[config.mk]
export PLATFORM = sky130hd
export DESIGN_NAME = zba_ram
export DESIGN_NICKNAME = d
export VERILOG_FILES = /design/src/design/zba_ram.sv
export SDC_FILE = /design/constraint.sdc
export NUM_CORES = 2
export LEC_CHECK = 0
export BUFFER_PORTS_ARGS = -buffer_cell sky130_fd_sc_hd__buf_2
export CORE_ASPECT_RATIO = 0.6
export CORE_MARGIN = 4
export CORE_UTILIZATION = 45
export CTS_CLUSTER_SIZE = 8
export DETAILED_ROUTE_END_ITERATION = 10
export SYNTH_ARGS = -nofsm -noshare
export SYNTH_HDL_FRONTEND = slang
export SYNTH_SLANG_ARGS = --single-unit
[constraint.sdc]
create_clock -name i_clk -period 8.6 [get_ports i_clk]
set_clock_uncertainty 0.05 [all_clocks]
set_input_delay 1.29 -clock i_clk [delete_from_list [all_inputs] [get_ports i_clk]]
set_output_delay 1.29 -clock i_clk [all_outputs]
set_load 0.005 [all_outputs]
[src/design/zba_ram.sv]
// Simple dual-port synchronous RAM, one write and one read port, registered read.
// Used for the usage bitmap and for its full-word summary. No dependencies.
module zba_ram #(
    parameter int DEPTH = 64,
    parameter int WIDTH = 32,
    parameter int ADDR_W = 6
) (
    input  logic              i_clk,
    input  logic              i_we,
    input  logic [ADDR_W-1:0] i_waddr,
    input  logic [WIDTH-1:0]  i_wdata,
    input  logic [ADDR_W-1:0] i_raddr,
    output logic [WIDTH-1:0]  o_rdata
);

    logic [WIDTH-1:0] r_mem [DEPTH];
    logic [WIDTH-1:0] r_rdata;

    always_ff @(posedge i_clk) begin
        if (i_we) begin
            r_mem[i_waddr] <= i_wdata;
        end
    end

    always_ff @(posedge i_clk) begin
        r_rdata <= r_mem[i_raddr];
    end

    assign o_rdata = r_rdata;

endmodule

==> key figures <==
Detailed routing
  – DRT Pass-1 Iters: 5
  – DR DRC count: 0
  – Vias: 38300
  – Detail Route Antenna Nets: 0
  – Initial DRC Count: 5469
  – Avg Vias per Cell: 6.23
  – WL final: 216000 um
  – WL/cell: 35.1 um

Floorplanning
  – Die ar.: 181000 um2
  – CORE AREA: 173000 um2
  – IO Count: 78
  – Initial Util: 45.4%
  – Chip Height: 332 um
  – Row count: 118
  – DIE WIDTH: 547 um

Power and ir drop
  – Pleak: 28.3 nW
  – Combinational Power Share: 4.4%
  – Clock share of power: 46.2%
  – NetSw: 4.77 mW
  – Internal power: 18.1 mW
  – Power Dens Cells: 252 nW/um2
  – Switch share: 20.8%
  – Peak supply drop: 0.179 mV
  – Flop pwr share: 49.3%

GRT
  – Initial antenna violation count: 25
  – Wire length of the first global-routing pass: 302000 um
  – Tot GR Track Use: 23.6%
  – Largest net degree at the start of global routing: 93
  – Grt ovf: 0
  – Vias in the first global route: 37600

CTS
  – Sink Count: 2080
  – PostCTS Resize Cnt: 0
  – CTS tree: done
  – CTS Root Cell: clkbuf_16
  – Post-CTS setup repair buffer count: 0
  – Num CTS Buffers: 301
  – Worst-Skew Late Latency: 0.81 ns
  – CTS max path bufs: 4
  – H-tree depth: 5
  – Clock-pin slew on the worst setup and hold paths: 0.05 ns
  – CTS Hold Buffers Added: 0

Critical path
  – CP max-delay cell: buf_4
  – Critical Path End: o_rdata[16]
  – Crit-path cells: buf_8, buf_4, mux4_2, mux4_2, o22ai_1, nor2_1
  – Crit path buf inv count: 2
  – Crit path max fanout: 55
  – Crit start category: primary input
  – Max stage delay on crit path: 0.82 ns
  – Crit Path Class: in -> reg
  – CP delay by family, top: buffers and inverters
  – Cell count along the critical path: 6
  – Setup slack, reg-to-reg: 6.12 ns
  – CP most frequent cell: mux4_2
  – Setup crit end kind: register
  – RR Endpoint: o_rdata[11]
  – Critical Path Source: i_raddr[0]
  – Reg-to-reg critical path startpoint: r_mem[42][11]
  – Worst r2r path cells: 5
  – CP required: 9.19 ns
  – Worst path arrival time: 4.49 ns

Placed design
  – IO Port Bufs: 77
  – Place WS: 3.84 ns
  – GPL Wtd Cong: 0.778
  – Final HPWL DP: 116000 um

Synthesis
  – Post-Synthesis Cells: 3324
  – Synthesized cell area: 78500 um2
  – Distinct cell type count after synthesis: 34
  – Net Count, Synth: 3370
  – Post-synthesis sequential area ratio: 79.1%
  – Ys Warns: 0
  – Syn avg cell area: 23.6 um2
  – Synth Register Bits: 2080

STA
  – Fin. Hold Viols: 0
  – F_max: 256 MHz
  – Relative slew slack: 13.4%
  – Final TNS setup: 0 ns
  – Pins Over Slew Limit: 0
  – Final worst slack: 4.70 ns
  – Final period utilization: 45.4%
  – RSZ-0062 raised after global routing: no
  – Final setup violating endpoints: 0
  – Slew @ Worst Pin: 1.30 ns
  – Tmin final: 3.90 ns

Worst hold path
  – HP Class: reg -> reg
  – Hold depth: 4

Cells and area
  – Commonest non-fill, non-tap cell in the layout: edfxtp_1
  – Area grow syn2layout: 15.7%
  – Most frequent cells in the layout: edfxtp_1 (2048), mux4_2 (544), clkbuf_16 (309)
  – Layout cells sized above 1: 29.7%
  – # nets final: 3686

Flow run
  – Max Cap Viol: 0

Outcome
  – Run status: completed
## kinds of logic after synthesis
| kind of cell | count (synthesis) | share of synthesized area (%) |
|---|---|---|
| flops | 2080 | 79.1 |
| mux | 637 | 16.8 |
| buf+inv | 182 | 1.13 |
| simple gates | 223 | 1.27 |
| compound gates | 202 | 1.67 |
## state kept, by name, summed over array words and instances, names as in the netlist
signal,cells
o_rdata,32
r_mem,2048
## Yosys cell counts (all sizes together)
| cell type | number | area [um2] |
|---|---|---|
| nand4 | 2 | 12.5 |
| mux4 | 544 | 12300 |
| nand3 | 5 | 25.0 |
| nor2b | 15 | 93.8 |
| or3b | 5 | 43.8 |
| a311oi | 8 | 70.1 |
| nand2 | 26 | 97.6 |
| nand2b | 8 | 50.1 |
| a22oi | 12 | 90.1 |
| and3 | 4 | 25.0 |
| buf | 108 | 608 |
| o221ai | 27 | 236 |
| edfxtp | 2048 | 61500 |
| nor2 | 137 | 514 |
| or2 | 3 | 18.8 |
| a31oi | 1 | 6.26 |
| and2 | 2 | 12.5 |
| nand4b | 1 | 8.76 |
| nor3 | 7 | 35.0 |
| or3 | 3 | 18.8 |
| o32ai | 4 | 35.0 |
| a41o | 4 | 40.0 |
| nand3b | 5 | 37.5 |
| o22ai | 84 | 526 |
| a21oi | 62 | 310 |
| mux2i | 93 | 931 |
| dfxtp | 32 | 641 |
| clkbuf | 74 | 278 |
## stage by stage
stage | hold slack, ns | area [um2] | utilization, % | std cells | power, mW
after floorplan | 0.613 | 78500 | - | 3324 | 12.0
after global placement | 0.683 | 82400 | 47.7 | 5677 | 12.5
after detailed placement | 0.670 | 82400 | 47.7 | 5677 | 12.5
after CTS | 0.698 | 90800 | 52.5 | 6132 | 23.1
after global routing | 0.745 | 90800 | 52.5 | 6136 | 23.7
final | 0.690 | 90800 | 52.5 | 6145 | 22.9
## worst min-delay path by stage
stage / start / to / slack (ns)
after floorplan: r_mem[12][17] / o_rdata[17] / 0.61
after global placement: r_mem[12][4] / o_rdata[4] / 0.68
after detailed placement: r_mem[13][4] / o_rdata[4] / 0.67
after CTS: r_mem[13][4] / o_rdata[4] / 0.70
after global routing: r_mem[13][4] / o_rdata[4] / 0.74
final: r_mem[13][4] / o_rdata[4] / 0.69
## cell type report
type                            instances  area [um2]
Fill cell                           13100       82100
Timing Repair Buffer                  195        1380
Clock buffer                          446        8250
Tap cell                             2340        2930
Antenna cell                           13        32.5
Clock inverter                          9         116
Sequential cell                      2080       62100
Multi-Input combinational cell       1062       16000
## power by group through the flow
stage          Clock, mW  Sequential, mW  Combinational, mW
6_report            10.6            11.3               1.01
5_1_grt             11.3            11.3               1.08
4_1_cts             10.8            11.3               1.02
2_1_floorplan          0            11.5              0.546
3_3_place_gp           0            11.5               1.01
3_5_place_dp           0            11.5               1.02
## routing by layer
layer	track usage, %	vias to the layer above	routed length [um]
met4	5.06	4	3900
met2	31.7	2360	90900
met1	38.5	20700	96000
met5	0	-	27
li1	-	14900	-
met3	6.50	295	24700
## worst min-delay path: cells and delay by family, from the launching register on
kind / cells / cell delay [ns]
simple gates: 2 / 0.22
flops: 1 / 0.31
mux: 1 / 0.06
compound gates: 1 / 0.09
No activity file was read; power rests on OpenSTA's default activity.
